==> src/hw/rtl/wbs_pkg.sv <==
// wbs_pkg: shared constants, command codes and controller/datapath link types
// for the word break segmenter
// no dependencies
package wbs_pkg;

  // dictionary geometry
  localparam int MAX_WORDS    = 32;
  localparam int MAX_WORD_LEN = 16;

  localparam int SYM_W  = 8;
  localparam int IDX_W  = $clog2(MAX_WORDS);         // row address
  localparam int WC_W   = $clog2(MAX_WORDS + 1);     // word count, holds MAX_WORDS
  localparam int LANE_W = $clog2(MAX_WORD_LEN);      // character lane index
  localparam int LEN_W  = $clog2(MAX_WORD_LEN + 1);  // word length, holds MAX_WORD_LEN

  // request command codes
  localparam logic [1:0] CMD_CLEAR = 2'd0;
  localparam logic [1:0] CMD_DICT  = 2'd1;
  localparam logic [1:0] CMD_TEXT  = 2'd2;

  // one dictionary row or the text window, lane 0 first
  typedef logic [MAX_WORD_LEN-1:0][SYM_W-1:0] row_t;

  // controller to datapath
  typedef struct packed {
    logic clear;
    logic dict_wr;
    logic text_start;
    logic scan;
    logic commit;
  } ctl_cmd_t;

  // datapath to controller
  typedef struct packed {
    logic scan_done;
  } dp_sts_t;

endpackage

==> src/hw/rtl/wbs_datapath.sv <==
// wbs_datapath: dictionary memory, text window, reachability history,
// word scan compare and result registers
// depends on wbs_pkg
module wbs_datapath
  import wbs_pkg::*;
(
  input  logic             clk_i,
  input  logic             rst_ni,
  input  logic [SYM_W-1:0] symbol_i,
  input  logic             end_mark_i,
  input  ctl_cmd_t         ctl_cmd_i,
  output dp_sts_t          dp_sts_o,
  output logic             prefix_ok_o,
  output logic             text_end_o
);

  // dictionary storage, one row per word
  row_t             dict_mem [MAX_WORDS];
  logic [LEN_W-1:0] len_mem  [MAX_WORDS];

  logic [WC_W-1:0]  word_count_q, word_count_d;
  logic [LEN_W-1:0] load_len_q, load_len_d;
  logic [LEN_W-1:0] new_len;
  logic             dict_open;
  logic             char_wr;
  logic             word_close;

  row_t                    win_q;
  logic [MAX_WORD_LEN-1:0] reach_q;

  logic [WC_W-1:0]  idx_q;
  logic             issue;
  row_t             row_q;
  logic [LEN_W-1:0] len_q;
  logic             cmp_vld_q;
  logic             match;
  logic             hit_q;
  logic             last_q;
  logic             prefix_ok_q;
  logic             text_end_q;

  // dictionary load control
  assign dict_open  = (word_count_q < WC_W'(MAX_WORDS));
  assign char_wr    = ctl_cmd_i.dict_wr && dict_open && (load_len_q < LEN_W'(MAX_WORD_LEN));
  assign new_len    = char_wr ? load_len_q + LEN_W'(1) : load_len_q;
  assign word_close = ctl_cmd_i.dict_wr && dict_open && end_mark_i && (new_len != '0);

  always_comb begin
    word_count_d = word_count_q;
    load_len_d   = load_len_q;
    if (ctl_cmd_i.clear) begin
      word_count_d = '0;
      load_len_d   = '0;
    end else if (ctl_cmd_i.dict_wr && dict_open) begin
      load_len_d = end_mark_i ? '0 : new_len;
      if (word_close) begin
        word_count_d = word_count_q + WC_W'(1);
      end
    end
  end

  // scan issues one word row per cycle
  assign issue = ctl_cmd_i.scan && (idx_q < word_count_q);

  // memory write and registered read
  always_ff @(posedge clk_i) begin
    if (char_wr) begin
      dict_mem[word_count_q[IDX_W-1:0]][load_len_q[LANE_W-1:0]] <= symbol_i;
    end
    if (word_close) begin
      len_mem[word_count_q[IDX_W-1:0]] <= new_len;
    end
    if (issue) begin
      row_q <= dict_mem[idx_q[IDX_W-1:0]];
      len_q <= len_mem[idx_q[IDX_W-1:0]];
    end
  end

  // word versus newest characters, gated by reach of the prefix before it
  always_comb begin
    match = (len_q != '0) && reach_q[LANE_W'(len_q - LEN_W'(1))];
    for (int j = 0; j < MAX_WORD_LEN; j++) begin
      if (LEN_W'(j) < len_q) begin
        if (row_q[j] != win_q[LANE_W'(len_q - LEN_W'(j) - LEN_W'(1))]) begin
          match = 1'b0;
        end
      end
    end
  end

  // text window shift, no reset needed
  always_ff @(posedge clk_i) begin
    if (ctl_cmd_i.text_start) begin
      win_q <= {win_q[MAX_WORD_LEN-2:0], symbol_i};
    end
  end

  // control registers
  always_ff @(posedge clk_i or negedge rst_ni) begin
    if (!rst_ni) begin
      word_count_q <= '0;
      load_len_q   <= '0;
      reach_q      <= MAX_WORD_LEN'(1);
      idx_q        <= '0;
      cmp_vld_q    <= 1'b0;
      hit_q        <= 1'b0;
      last_q       <= 1'b0;
    end else begin
      word_count_q <= word_count_d;
      load_len_q   <= load_len_d;
      if (ctl_cmd_i.text_start) begin
        idx_q     <= '0;
        cmp_vld_q <= 1'b0;
        hit_q     <= 1'b0;
        last_q    <= end_mark_i;
      end else if (ctl_cmd_i.scan) begin
        cmp_vld_q <= issue;
        if (issue) begin
          idx_q <= idx_q + WC_W'(1);
        end
        if (cmp_vld_q && match) begin
          hit_q <= 1'b1;
        end
      end
      if (ctl_cmd_i.commit) begin
        reach_q <= last_q ? MAX_WORD_LEN'(1) : {reach_q[MAX_WORD_LEN-2:0], hit_q};
      end
    end
  end

  // result payload
  always_ff @(posedge clk_i) begin
    if (ctl_cmd_i.commit) begin
      prefix_ok_q <= hit_q;
      text_end_q  <= last_q;
    end
  end

  assign dp_sts_o.scan_done = !issue && !cmp_vld_q;
  assign prefix_ok_o        = prefix_ok_q;
  assign text_end_o         = text_end_q;

`ifndef SYNTHESIS
  a_wc_range: assert property (@(posedge clk_i) disable iff (!rst_ni)
    word_count_q <= WC_W'(MAX_WORDS))
    else $error("word count beyond dictionary size");
  a_len_range: assert property (@(posedge clk_i) disable iff (!rst_ni)
    load_len_q <= LEN_W'(MAX_WORD_LEN))
    else $error("open word longer than a row");
  a_idx_range: assert property (@(posedge clk_i) disable iff (!rst_ni)
    ctl_cmd_i.scan |-> idx_q <= word_count_q)
    else $error("scan index ran past stored words");
`endif

endmodule

==> config.mk <==
export PLATFORM = sky130hd
export DESIGN_NAME = wbs_datapath
export DESIGN_NICKNAME = d
export VERILOG_FILES = /design/src/hw/rtl/wbs_pkg.sv /design/src/hw/rtl/wbs_datapath.sv
export SDC_FILE = /design/constraint.sdc
export NUM_CORES = 2
export LEC_CHECK = 0
export BUFFER_PORTS_ARGS = -buffer_cell sky130_fd_sc_hd__buf_2
export CORE_ASPECT_RATIO = 0.9
export CORE_MARGIN = 8
export CORE_UTILIZATION = 45
export DETAILED_ROUTE_END_ITERATION = 7
export SLEW_MARGIN = 20
export SYNTH_ARGS = -nofsm -noshare
export SYNTH_HDL_FRONTEND = slang
export SYNTH_MEMORY_MAX_BITS = 65536
export SYNTH_SLANG_ARGS = --single-unit
==> constraint.sdc <==
create_clock -name clk_i -period 14.1 [get_ports clk_i]
set_input_delay 1.41 -clock clk_i [delete_from_list [all_inputs] [get_ports clk_i]]
set_output_delay 1.41 -clock clk_i [all_outputs]
set_load 0.03 [all_outputs]
==> run summary <==
Mapped Nets: 8,156
CP max stage delay: 1040 ps
R2R depth: 13
Reg2Reg Setup Slack: 7710 ps
First-pass GRT wire length: 672 mm
Post-synthesis to final-layout area growth: 11.6%
Slew HR: 13.6%
Synth Warn #: 0
Post-route insts no fill: 14,000
Final HPWL DP: 284 mm
Number of flops mapped to enable cells by yosys: 4,519
Die height: 621 um
Die W: 688 um
Hold Crit Endpoint: reach_q[0]$_DFFE_PN1P_
Leak: 60.6 nW
Placed cell count: 13,200
Design Area, Final: 204,000 um2
Synthesized area per cell: 22.5 um2
Clock Latency Late Sink: 980 ps
Routed wire length: 472 mm
Hold Buf Count CTS: 0
Setup crit end kind: flip-flop
Tcrit/Tclk final: 45.3%
CORE AREA: 406,000 um2
Maximum VDD drop: 0.121 mV
RSZ-0062 raised after global routing: false
Synth cell types: 70
Ratio of cells with drive above 1 in the final layout: 29.9%
CP max stage cell: ha_2
Seq/Total Area, Yosys: 74.7%
Synthesized area: 183,000 um2
Power Density: 138 nW/um2
Required time of the critical path: 15,000 ps
Delay-heaviest family, CP: buffers and inverters
CTS tree: done
H-tree lvl count: 5
Final TNS setup: 0 ps
Total global-route track usage: 21.9%
FF+latch count, synth: 4,555
# setup viols final: 0
Cells after Synth: 8,117
Antenna violations before repair: 37
Layout Nets: 8,291
Hold path depth: 2
DRT iter0 DRCs: 10,900
Reg clk slew, reported paths: 70 ps
Routability Congestion: 0.924
Worst slew pin tran: 1300 ps
TritonCTS sink count: 4,555
DR vias: 86,500
Cell Chain, Critical Path: buf_4, clkinv_1, ha_2, buf_4, mux4_2, mux2i_1, xnor2_1, nor4_1, a31oi_1, nor4_1, o2111ai_1, or4_1, o32ai_1
Root Buffer: clkbuf_16
Clock skew: 64.8 ps
Final slew viol count: 0
Arrival time worst endpoint: 7280 ps
Clk buf depth: 4
Worst-path fanout max: 30
FP Rows: 222
Reg-to-Reg End: hit_q$_DFFE_PN0P_
FMAX: 0.157 GHz
Dpl cell area: 190,000 um2
HP Start: reach_q[0]$_DFFE_PN1P_
Max-Cap Viols: 0
Minimum clock period: 6390 ps
Largest net degree at the start of global routing: 204
Fraction of registers with async set/reset: 0.790%
Drt drc: 0
Main synth FF type: edfxtp_1
Post CTS Setup Buffer Count: 0
CTS resizes: 0
DR vias/cell: 6.16
WL/cell: 33.6 um
Vias in the first global route: 86,800
Overflow after GRT: 0
DIE AREA: 427,000 um2
Port bufs: 18
Cts bufs inserted: 447
Hold Vio Cnt, Final: 0
Critical path class: reg2reg
Startpoint types: flip-flop
FF-to-FF Start: len_q[2]$_DFFE_PP_
Outcome: complete, no violations
Antenna-violating nets left: 0
Critical path buffer and inverter count: 3
DR pass1 iterations: 8
Worst Hold Class: reg2reg
Boundary Pins: 19
Initial Util: 45.1%
[state kept, by name (all words and copies together), names as in the netlist]
register      count
cmp_vld_q         1
dict_mem       4096
hit_q             1
idx_q             6
last_q            1
len_mem         160
len_q             5
load_len_q        5
prefix_ok_o       1
reach_q          16
row_q           128
text_end_o        1
win_q           128
word_count_q      6
[power by group]
part	switching, mW	internal [mW]
Sequential	0.0841	14.9
Clock	5.14	6.59
Combinational	0.769	0.546
[worst max path at each step]
| stage | start | to | slack [ps] | cells after the start |
|---|---|---|---|---|
| global placement | len_q[2]$_DFFE_PP_ | hit_q$_DFFE_PN0P_ | 7790 | 13 |
| floorplan | word_count_q[2]$_DFFE_PN0P_ | dp_sts_o | 4340 | 9 |
| CTS | len_q[2]$_DFFE_PP_ | hit_q$_DFFE_PN0P_ | 7790 | 13 |
| detailed placement | len_q[2]$_DFFE_PP_ | hit_q$_DFFE_PN0P_ | 7810 | 13 |
| finish | len_q[2]$_DFFE_PP_ | hit_q$_DFFE_PN0P_ | 7710 | 13 |
| global route | len_q[2]$_DFFE_PP_ | hit_q$_DFFE_PN0P_ | 7530 | 13 |
[layer usage]
layer  GRT usage, %  part of all wire [%]  vias up
li1               -                     -    34700
met1           32.3                    42    47200
met2           33.2                    46     3880
met3           4.80                   9.0      661
met4           5.80                   2.8       16
met5              0                 0.024        -
[worst reg2reg max path, delay by kind of cell (launching register included)]
kind | cells | cell delay, ps
fa+ha+maj | 1 | 1040
xor+xnor | 1 | 140
buf+inv | 3 | 1760
flops | 1 | 340
compound gates | 3 | 620
simple gates | 3 | 1510
mux | 2 | 870
[area by class of cell]
class,count,area [um2]
Multi-Input combinational cell,3029,44500
Timing Repair Buffer,181,1660
Tap cell,5376,6730
Fill cell,31600,202000
Sequential cell,4555,137000
Clock buffer,540,11700
Antenna cell,33,82.6
Clock inverter,286,2660
Inverter,38,143
[cell usage after synthesis (all sizes together), types with 8 or more instances]
master  instances  area share (%)
nor4           27           0.099
a21oi          21           0.057
and2            8           0.027
xnor2         121            0.60
buf           156            0.41
inv            36           0.074
nand2          76            0.16
a211oi         10           0.041
dfrtp          35            0.48
mux4         1515              19
mux2i         174            0.95
ha             23            0.16
nand4          20           0.068
clkbuf        339            0.70
o211ai          8           0.036
mux2          173             1.1
o21ai          30           0.082
nor3           53            0.15
nand3          22           0.060
xor2           60            0.30
nor2          588             1.2
nand3b         16           0.066
nor2b          10           0.034
edfxtp       4519              74
[stage by stage]
step,power (mW),utilization [%],hold slack (ps),worst slack (ps)
2_1_floorplan,16.1,-,448,4340
3_3_place_gp,16.6,46.7,490,7790
3_5_place_dp,16.6,46.7,508,7810
4_1_cts,28.3,50.3,468,7790
5_1_grt,28.8,50.3,538,7530
6_report,28.1,50.3,528,7710
[kinds of logic after synthesis]
group	synth area share [%]
adders and majority gates	0.157
muxes	20.7
and+or+nand+nor	1.94
xor gates and xnor gates	0.893
AOI/OAI and AO/OA	0.458
buffers and inverters	1.18
DFF	74.7
[cells in the final DEF, fill, tap and decap left out, drive strengths merged, types with 30 or more instances in the layout]
| master | n |
|---|---|
| buf | 181 |
| bufinv | 38 |
| clkbuf | 540 |
| clkinv | 222 |
| dfrtp | 35 |
| diode | 33 |
| edfxtp | 4519 |
| inv | 50 |
| mux2 | 173 |
| mux2i | 174 |
| mux4 | 1515 |
| nand2 | 76 |
| nor2 | 588 |
| nor3 | 53 |
| o21ai | 30 |
| xnor2 | 121 |
| xor2 | 60 |
Note: power is estimated with default switching activity, not from simulation.
