<file path="src/hw/rtl/wbs_pkg.sv">
// wbs_pkg: shared constants, command codes and controller/datapath link types
// for the word break segmenter
// no dependencies
package wbs_pkg;

  // dictionary geometry
  localparam int MAX_WORDS    = 32;
  localparam int MAX_WORD_LEN = 16;

  localparam int SYM_W  = 8;
  localparam int IDX_W  = $clog2(MAX_WORDS);         // row address
  localparam int WC_W   = $clog2(MAX_WORDS + 1);     // word count, holds MAX_WORDS
  localparam int LANE_W = $clog2(MAX_WORD_LEN);      // character lane index
  localparam int LEN_W  = $clog2(MAX_WORD_LEN + 1);  // word length, holds MAX_WORD_LEN

  // request command codes
  localparam logic [1:0] CMD_CLEAR = 2'd0;
  localparam logic [1:0] CMD_DICT  = 2'd1;
  localparam logic [1:0] CMD_TEXT  = 2'd2;

  // one dictionary row or the text window, lane 0 first
  typedef logic [MAX_WORD_LEN-1:0][SYM_W-1:0] row_t;

  // controller to datapath
  typedef struct packed {
    logic clear;
    logic dict_wr;
    logic text_start;
    logic scan;
    logic commit;
  } ctl_cmd_t;

  // datapath to controller
  typedef struct packed {
    logic scan_done;
  } dp_sts_t;

endpackage

</file>
<file path="src/hw/rtl/wbs_ctrl.sv">
// wbs_ctrl: sequencing state machine and output handshake of the segmenter
// depends on wbs_pkg
module wbs_ctrl
  import wbs_pkg::*;
(
  input  logic         clk_i,
  input  logic         rst_ni,
  input  logic         in_valid_i,
  output logic         in_ready_o,
  input  logic [1:0]   cmd_i,
  output logic         out_valid_o,
  input  logic         out_ready_i,
  output ctl_cmd_t     ctl_cmd_o,
  input  dp_sts_t      dp_sts_i
);

  localparam logic [1:0] ST_IDLE   = 2'd0;
  localparam logic [1:0] ST_SCAN   = 2'd1;
  localparam logic [1:0] ST_RESULT = 2'd2;

  logic [1:0] state_q, state_d;
  logic       out_valid_q, out_valid_d;
  logic       in_fire;

  assign in_ready_o = (state_q == ST_IDLE);
  assign in_fire    = in_valid_i && in_ready_o;

  // next state and commands
  always_comb begin
    state_d   = state_q;
    ctl_cmd_o = '0;
    case (state_q)
      ST_IDLE: begin
        if (in_fire) begin
          case (cmd_i)
            CMD_CLEAR: ctl_cmd_o.clear = 1'b1;
            CMD_DICT:  ctl_cmd_o.dict_wr = 1'b1;
            CMD_TEXT: begin
              ctl_cmd_o.text_start = 1'b1;
              state_d = ST_SCAN;
            end
            default: ;
          endcase
        end
      end
      ST_SCAN: begin
        ctl_cmd_o.scan = 1'b1;
        if (dp_sts_i.scan_done) begin
          state_d = ST_RESULT;
        end
      end
      ST_RESULT: begin
        if (!out_valid_q || out_ready_i) begin
          ctl_cmd_o.commit = 1'b1;
          state_d = ST_IDLE;
        end
      end
      default: state_d = ST_IDLE;
    endcase
  end

  // output valid: set on commit, cleared when taken
  always_comb begin
    out_valid_d = out_valid_q;
    if (ctl_cmd_o.commit) begin
      out_valid_d = 1'b1;
    end else if (out_ready_i) begin
      out_valid_d = 1'b0;
    end
  end

  always_ff @(posedge clk_i or negedge rst_ni) begin
    if (!rst_ni) begin
      state_q     <= ST_IDLE;
      out_valid_q <= 1'b0;
    end else begin
      state_q     <= state_d;
      out_valid_q <= out_valid_d;
    end
  end

  assign out_valid_o = out_valid_q;

`ifndef SYNTHESIS
  // a text request never yields a result in the very next cycle
  a_text_no_early: assert property (@(posedge clk_i) disable iff (!rst_ni)
    (in_fire && cmd_i == CMD_TEXT) |=> (state_q == ST_SCAN && !ctl_cmd_o.commit))
    else $error("text request committed too early");
  // a commit always presents a result next cycle
  a_commit_valid: assert property (@(posedge clk_i) disable iff (!rst_ni)
    ctl_cmd_o.commit |=> out_valid_q)
    else $error("commit did not raise out_valid");
  // with an empty output stage the result state moves to idle in the cycle after
  a_result_free: assert property (@(posedge clk_i) disable iff (!rst_ni)
    (state_q == ST_RESULT && !out_valid_q) |=> state_q == ST_IDLE)
    else $error("result stalled with free output stage");
`endif

endmodule

</file>
<file path="config.mk">
export PLATFORM = sky130hd
export DESIGN_NAME = wbs_ctrl
export DESIGN_NICKNAME = d
export VERILOG_FILES = /design/src/hw/rtl/wbs_pkg.sv /design/src/hw/rtl/wbs_ctrl.sv
export SDC_FILE = /design/constraint.sdc
export NUM_CORES = 1
export LEC_CHECK = 0
export BUFFER_PORTS_ARGS = -buffer_cell sky130_fd_sc_hd__buf_2
export CORE_AREA = 5 5 42 44
export DETAILED_ROUTE_END_ITERATION = 7
export DIE_AREA = 0 0 47 49
export PLACE_DENSITY = 0.47
export SYNTH_ARGS = -nofsm -noshare
export SYNTH_HDL_FRONTEND = slang
export SYNTH_SLANG_ARGS = --single-unit
</file>
<file path="constraint.sdc">
create_clock -name clk_i -period 1.35 [get_ports clk_i]
set_input_delay 0.27 -clock clk_i [delete_from_list [all_inputs] [get_ports clk_i]]
set_output_delay 0.27 -clock clk_i [all_outputs]
set_load 0.01 [all_outputs]
</file>
==> qor.yml, run 1 <==
synth-simple-area-share_pct: 43.6
power_uw: 353
r2r-end: "state_q[0]$_DFFE_PN0P_"
area_growth_pct: 93.6
cp.depth: 3
drt_first_pass_iters: 2
drc_errors: 0
synth-xor-area-share_pct: 0
violations: "setup timing"
seqCellArea_um2: 77.6
syn_inst: 17
path_buf_inv: 1
synthAdderAreaFrac_pct: 0
r2r_slack_ps: 250
nets: 44
grt_max_degree: 7
gr-total-overflow: 0
grt_pass1_vias: 223
p_leak_nw: 0.167
fin_cells: 52
grt_pass1_wl_um: 848
tns_ps: -61.9
hp-class: "primary input to flip-flop"
h-tree-depth: 1
antenna_found_initial: 0
cap_violations: 0
cp.required_ps: 1080
yosysWarnings: 0
slew_headroom_pct: 87.5
critPathCaptureType: "output pin"
r2r_cells: 3
wire_per_inst_um: 10.5
syn_area_um2: 175
whs_path_depth: 2
synth-compound-area-share_pct: 9.29
dieArea_um2: 2300
cts_made_buffers: 3
ant_nets: 0
gp_congestion: 0.671
dp_hpwl_um: 400
ios: 14
start_util_pct: 12.5
arrival_ps: 1120
syn_area_per_cell_um2: 10.3
worstPathCellList: "nor2_4 > and4bb_2 > buf_6"
ys_ff_latch: 3
n_antenna_cell: 0
peakVddDrop_mv: 0.261
crit_end: "ctl_cmd_o[4]"
cp_slowest_cell: "dfrtp_2"
worst-slew-pin-transition_ps: 185
setup_violations: 2
min_period_over_period_pct: 103
max_freq_mhz: 719
yosysTopAreaCellShare_pct: 42.9
cp_max_fo: 3
status: "finished, violations left"
synth_top_family_by_area: "simple AND/OR/NAND/NOR gates"
pre_cts_ws_ps: 141
multiInputGateArea_um2: 115
max_stage_delay_ps: 430
synthMuxAreaShare_pct: 0
cts.sinks: 3
synth.distinct_cells: 13
r2r-start: "state_q[1]$_DFFE_PN0P_"
cp-start-kind: "flip-flop"
hold_ws_ps: 270
place_inst: 45
vias_per_cell: 3.88
drive_gt1_share_pct: 69.4
wl_um: 546
synth_top_area_cell: "dfrtp_1"
cts_tree: "yes"
cts_buffer_depth: 2
placementRows: 14
p_per_area_nw_per_um2: 1040
seq_area_frac_synth_pct: 42.9
fin_ws_ps: -40.3
core_um2: 1400
period_minus_slack_ps: 1390
gr-usage-all-layers_pct: 5.36
fp.dieH_um: 49
fillers: 162
root_buffer: "clkbuf_4"
portBuffers: 13
grt_setup_unrepaired: "yes"
drtIter0Drc: 2
synthTopCellsByArea: "dfrtp_1, and4bb_2, nand2b_1"
critPathTopFamily: "flip-flops"
die_x_um: 47
crit_type: "flip-flop to output pin"
crit_start: "state_q[1]$_DFFE_PN0P_"
worst_skew_pair.late_latency_ps: 230
via_count: 202
skew_ps: 0.838
drv_slew: 0
syn_nets: 24
clkSlewWorstSetupHoldPaths_ps: 40
hold_violations: 0
[registers in the layout (all words and copies together) (netlist names)]
register     count
out_valid_o      1
state_q          2
[worst register-to-register path, cell delays in order, from the launching register on]
cell	delay (ps)
dfrtp_2	430
buf_6	140
or3b_1	370
o31ai_1	70
[Yosys cell counts]
library cell	number
nor2b_1	2
nand2_1	1
nor2_1	1
o31ai_1	1
nand2b_1	2
and4bb_2	1
or3b_1	1
buf_4	1
and4b_1	1
nor3_1	1
nand3b_1	1
dfrtp_1	3
o2bb2ai_1	1
[cell usage in the layout (no fill, tap or decap), types with 2 or more instances in the layout]
cell type	synthesis	routed
clkbuf_4	0	3
dfrtp_2	0	2
buf_2	0	12
buf_6	0	2
[cell families (layout without fill, tap and decap cells)]
group           after synthesis  in the layout
simple gates                 11             11
buf+inv                       1             20
compound gates                2              2
flops                         3              3
[repair_timing]
action	in CTS	in global routing
setup endpoints to repair	3	5
resized for setup	2	7
hold endpoints to repair	3	0
setup buffers	1	1
hold buffers	1	0
pin swaps	0	1
[stage by stage]
stage          cell area (um^2)  util [%]
3_5_place_dp                253      18.0
5_1_grt                     339      24.2
3_3_place_gp                253      18.0
2_1_floorplan               175         -
6_report                    339      24.2
4_1_cts                     305      21.8
[per-layer routing]
layer	track usage, %	vias up	wire (um)
li1	-	98	-
met4	2.76	0	0
met3	5.90	0	103
met2	6.33	14	208
met5	0	-	0
met1	5.73	90	233
[layout make-up]
class                      count  share of cell area [%]
clock buffer                   4                    7.75
multi-input combinational     13                    33.9
sequential                     3                    22.9
tap                           16                    5.90
timing repair buffer          16                    29.5
[how the worst min path moves through the flow]
stage | from | end | slack [ps]
2_1_floorplan | rst_ni | out_valid_o$_DFFE_PN0P_ | -30
3_3_place_gp | rst_ni | out_valid_o$_DFFE_PN0P_ | 70
3_5_place_dp | rst_ni | out_valid_o$_DFFE_PN0P_ | 70
4_1_cts | dp_sts_i | state_q[1]$_DFFE_PN0P_ | 260
5_1_grt | dp_sts_i | state_q[1]$_DFFE_PN0P_ | 270
6_report | dp_sts_i | state_q[1]$_DFFE_PN0P_ | 270
[report_power, final]
group / internal, mW / switching [mW]
Sequential: 0.0993 / 0.0106
Combinational: 0.0450 / 0.0352
Clock: 0.111 / 0.0517
Total: 0.255 / 0.0976
(Power assumes the default switching activity.)
==> run 2: changes to the inputs <==
Settings changed: MAX_ROUTING_LAYER set to met4.
==> run 2 against run 1 <==
  * The flow still finishes with violations (setup timing)
  * Global-route usage up 0.14 points
  * Final cell count unchanged
  * Critical path depth unchanged
  * Sequential share of layout area unchanged
  * Setup slack worse by 1.3 ps
  * Sequential power about the same
  * Combinational power about the same
  * Clock-buffer cell count unchanged
  * Die area unchanged
  * Non-clock buffer count unchanged
  * Largest cell class unchanged
  * Power about the same
  * Via count unchanged
==> qor.yml, run 2 (same netlist as run 1, synthesis figures left out) <==
status: "finished, violations left"
violations: "setup timing"
cp-start-kind: "flip-flop"
hold_violations: 0
fin_area_um2: 339
start_util_pct: 12.5
cts_tree: "yes"
cp_max_fo: 3
ios: 14
drt_first_pass_iters: 2
final_common_cell: "buf_2"
cts_buffer_depth: 2
drtIter0Drc: 2
grt_busiest_layer: "met2"
die_x_um: 47
gp_congestion: 0.678
core_um2: 1400
min_period_over_period_pct: 103
slew_headroom_pct: 87.5
area_growth_pct: 93.6
postPlaceCellArea_um2: 253
met1_usage_pct: 6.17
utilization_pct: 24.2
cp.required_ps: 1080
vias_per_cell: 3.88
dp_hpwl_um: 400
layout.cells.most_common_list: "buf_2, clkbuf_4, buf_6, dfrtp_2"
root_buffer: "clkbuf_4"
dieArea_um2: 2300
critPathCaptureType: "output pin"
grt_setup_unrepaired: "yes"
n_antenna_cell: 0
cts_made_buffers: 3
hold_ws_ps: 270
drv_slew: 0
grt_pass1_vias: 223
grt_pass1_wl_um: 848
worst-slew-pin-transition_ps: 185
p_per_area_nw_per_um2: 1040
crit_type: "flip-flop to output pin"
ant_nets: 0
skew_ps: 0.838
portBuffers: 13
via_count: 202
hp-class: "primary input to flip-flop"
cap_violations: 0
placementRows: 14
power_uw: 353
wire_per_inst_um: 10.5
setup_violations: 2
nets: 44
drc_errors: 0
p_leak_nw: 0.167
grt_max_degree: 7
gr-usage-all-layers_pct: 5.49
fin_ws_ps: -41.6
peakVddDrop_mv: 0.261
fillers: 162
h-tree-depth: 1
largest_reg_flops: 2
antenna_found_initial: 0
pre_cts_ws_ps: 141
fp.dieH_um: 49
gr-total-overflow: 0
drive_gt1_share_pct: 69.4
grtUsageMet3_pct: 5.17
max_freq_mhz: 719
met2_usage_pct: 6.33
arrival_ps: 1120
wl_um: 547
clkSlewWorstSetupHoldPaths_ps: 40
cts.sinks: 3
regMostFlops: "state_q"
period_minus_slack_ps: 1390
worst_skew_pair.late_latency_ps: 230
==> run 2: cell counts in the layout (fill, tap and decap cells not counted) <==
Identical to the previous run, type by type.
==> run 2: path summary, 6_finish.rpt <==
kind | cells past startpoint | from | slack, ps | endpoint
min in group asynchronous | 2 | rst_ni | 360 | out_valid_o$_DFFE_PN0P_
setup / recovery | 3 | state_q[1]$_DFFE_PN0P_ | -40 | ctl_cmd_o[4]
hold / removal | 2 | dp_sts_i | 270 | state_q[1]$_DFFE_PN0P_
max in group asynchronous | 2 | rst_ni | 870 | state_q[1]$_DFFE_PN0P_
setup reg to reg | 3 | state_q[1]$_DFFE_PN0P_ | 250 | state_q[0]$_DFFE_PN0P_
hold reg to reg | 2 | out_valid_o$_DFFE_PN0P_ | 520 | out_valid_o$_DFFE_PN0P_
==> run 2: where the power goes <==
group          internal, mW  switching, mW  total, mW
clock                 0.111         0.0517      0.163
sequential           0.0993         0.0106      0.110
combinational        0.0450         0.0352     0.0802
==> run 2: cell type report <==
type / count / area [um^2] / area share [%]
Timing Repair Buffer: 16 / 100 / 29.5
Multi-Input combinational cell: 13 / 115 / 33.9
Clock buffer: 4 / 26.3 / 7.75
Tap cell: 16 / 20.0 / 5.90
Sequential cell: 3 / 77.6 / 22.9
==> run 2: worst max-delay path, stage by stage, from the launching register on <==
cell and delay [ps]:
dfrtp_2 430, nor2_4 120, and4bb_2 230, buf_6 100
==> run 2: timing repair <==
| action | 4_1_cts | 5_1_grt |
|---|---|---|
| setup endpoints to repair | 3 | 5 |
| buffers inserted | 1 | 1 |
| hold buffers | 1 | 0 |
| gates resized for setup | 2 | 7 |
| pin swaps | 0 | 1 |
| hold endpoints to repair | 3 | 0 |
==> run 2: through the flow <==
stage / cells / TNS, ps
finish: 52 / -63.1
global route: 52 / -312
CTS: 51 / -169
detailed placement: 45 / 0
global placement: 45 / 0
floorplan: 17 / 0
==> run 2: metal layers <==
metal	vias to the layer above	routed length [um]
met4	0	0
met3	0	97
li1	98	-
met2	14	208
met1	90	242
met5	-	0
==> run 3: changes to the inputs <==
Settings changed: ABC_AREA set to 1.
==> run 3 against run 2 <==
  * The flow now finishes without violations
  * First-iteration DRC count decreased by 100%
  * Global-route usage shrank 0.58 points
  * Synthesized cell count up 59%
  * Via count increased by 5.0%
  * Power down 6.7%
  * Clock skew rose by 0.82 ps
  * Core utilization is 2.9 points lower
  * Critical path type unchanged
  * Largest power group unchanged
==> qor.yml, run 3 <==
slew_headroom_pct: 90.7
grt_pass1_wl_um: 772
antenna_found_initial: 0
p_per_area_nw_per_um2: 1100
via_count: 212
utilization_pct: 21.3
setup_violations: 0
status: "completed"
cap_violations: 0
drive_gt1_share_pct: 45.5
critPathCaptureType: "output pin"
seq_area_frac_synth_pct: 40.8
max_stage_delay_ps: 410
portBuffers: 13
period_minus_slack_ps: 1320
cts_made_buffers: 3
min_period_over_period_pct: 97.9
drv_slew: 0
cts_tree: "yes"
hold_ws_ps: 254
core_um2: 1400
dieArea_um2: 2300
gr-total-overflow: 0
synth.distinct_cells: 10
yosysWarnings: 0
die_x_um: 47
gr-usage-all-layers_pct: 4.91
ys_ff_latch: 3
nets: 52
cp.depth: 4
multiInputGateArea_um2: 82.6
worst_skew_pair.late_latency_ps: 230
cts.sinks: 3
async_reset_ff_share_pct: 100
drtIter0Drc: 0
r2r-end: "state_q[0]$_DFFE_PN0P_"
crit_type: "flip-flop to output pin"
cts_buffer_depth: 2
worstPathCellList: "nor2_4 > nand3_1 > inv_1 > buf_2"
gp_congestion: 0.663
yosys-top-cells-count: "nand2_1, nor2_1, inv_1"
root_buffer: "clkbuf_4"
wl_um: 439
dp_hpwl_um: 387
largest_reg_flops: 2
fin_area_um2: 299
fillers: 178
vias_per_cell: 3.53
crit_start: "state_q[0]$_DFFE_PN0P_"
r2r_cells: 3
max_freq_mhz: 756
wire_per_inst_um: 7.32
synth_top_area_cell: "dfrtp_1"
synth.most_common_cell: "nand2_1"
path_buf_inv: 2
synthFlopType: "dfrtp_1"
fp.dieH_um: 49
regMostFlops: "state_q"
grt_setup_unrepaired: "yes"
crit_end: "ctl_cmd_o[2]"
syn_area_per_cell_um2: 6.81
seqCellArea_um2: 76.3
postPlaceCellArea_um2: 262
final_common_cell: "buf_2"
syn_area_um2: 184
yosysTopAreaCellShare_pct: 40.8
arrival_ps: 1050
placementRows: 14
ios: 14
post_cts_buffers: 0
hold_violations: 0
layout.cells.most_common_list: "buf_2, nand2_1, nor2_1"
syn_nets: 34
worst-slew-pin-transition_ps: 138
cp-start-kind: "flip-flop"
h-tree-depth: 1
r2r-start: "state_q[0]$_DFFE_PN0P_"
peakVddDrop_mv: 0.343
drt_first_pass_iters: 1
start_util_pct: 13.1
syn_inst: 27
critPathTopFamily: "flip-flops"
p_leak_nw: 0.184
cp_slowest_cell: "dfrtp_1"
area_growth_pct: 62.6
drc_errors: 0
clkSlewWorstSetupHoldPaths_ps: 40
cp_max_fo: 4
grt_max_degree: 5
r2r_slack_ps: 560
synth_edf_count: 0
hp-class: "primary input to flip-flop"
skew_ps: 1.66
grt_pass1_vias: 206
n_antenna_cell: 0
ant_nets: 0
synthTopCellsByArea: "dfrtp_1, nand2_1, nor2_1"
cp.required_ps: 1080
hp-start: "out_ready_i"
## run 3: cell types whose count changed after synthesis, sizes merged
cell,before,now
nand2b,2,0
o31ai,1,0
nand3b,1,0
o2bb2ai,1,0
o21ai,0,1
and4b,1,0
nand3,0,3
and4bb,1,0
nand2,1,7
nor3,1,0
or3b,1,0
nor2b,2,0
inv,0,5
nor2,1,7
## run 3: cell families (layout without fill, tap and decap cells)
group	after synthesis	in the layout	share of synthesized area [%]
and+or+nand+nor	17	17	42.2
buffers and inverters	6	23	14.3
DFF	3	3	40.8
AOI/OAI and AO/OA	1	1	2.72
## run 3: final cells by class
type | count | share of cell area, %
multi-input combinational | 18 | 27.6
sequential | 3 | 25.5
timing repair buffer | 14 | 25.1
clock buffer | 4 | 8.79
tap | 16 | 6.69
inverter | 5 | 6.28
## run 3: per-stage QoR
| step | TNS (ps) | std cells | setup WS [ps] | total power [mW] |
|---|---|---|---|---|
| floorplan | 0 | 27 | 251 | 0.146 |
| global placement | 0 | 55 | 239 | 0.176 |
| detailed placement | 0 | 55 | 234 | 0.176 |
| CTS | 0 | 60 | 6.70 | 0.336 |
| global route | -126 | 60 | -45.1 | 0.356 |
| finish | 0 | 60 | 27.8 | 0.329 |
## run 3: what timing repair did
action,in CTS,in global routing
setup endpoints to repair,2,4
hold buffers,1,0
pin swaps,1,1
endpoints found under the hold margin,3,0
gates resized for setup,0,1
## run 3: metal layers
metal	vias to the layer above	track usage, %	share of wire (%)
li1	114	-	-
met1	94	4.40	36
met2	4	7.24	56
met3	0	3.69	7.1
met4	0	2.76	0
met5	-	-	0
## run 3: power breakdown
| group | internal (mW) | switching, mW |
|---|---|---|
| Combinational | 0.0309 | 0.0389 |
| Sequential | 0.0988 | 0.00749 |
| Clock | 0.111 | 0.0428 |
## run 3: worst min path at each step
stage	cells past startpoint	slack [ps]	endpoint
finish	2	250	out_valid_o$_DFFE_PN0P_
global route	3	280	state_q[1]$_DFFE_PN0P_
CTS	3	260	state_q[1]$_DFFE_PN0P_
detailed placement	1	70	out_valid_o$_DFFE_PN0P_
global placement	1	70	out_valid_o$_DFFE_PN0P_
floorplan	0	-30	out_valid_o$_DFFE_PN0P_
## run 3: worst reg2reg max path, delay by kind of cell, from the launching register on
kind | cells | cell delay, ps
and+or+nand+nor | 3 | 310
DFF | 1 | 410
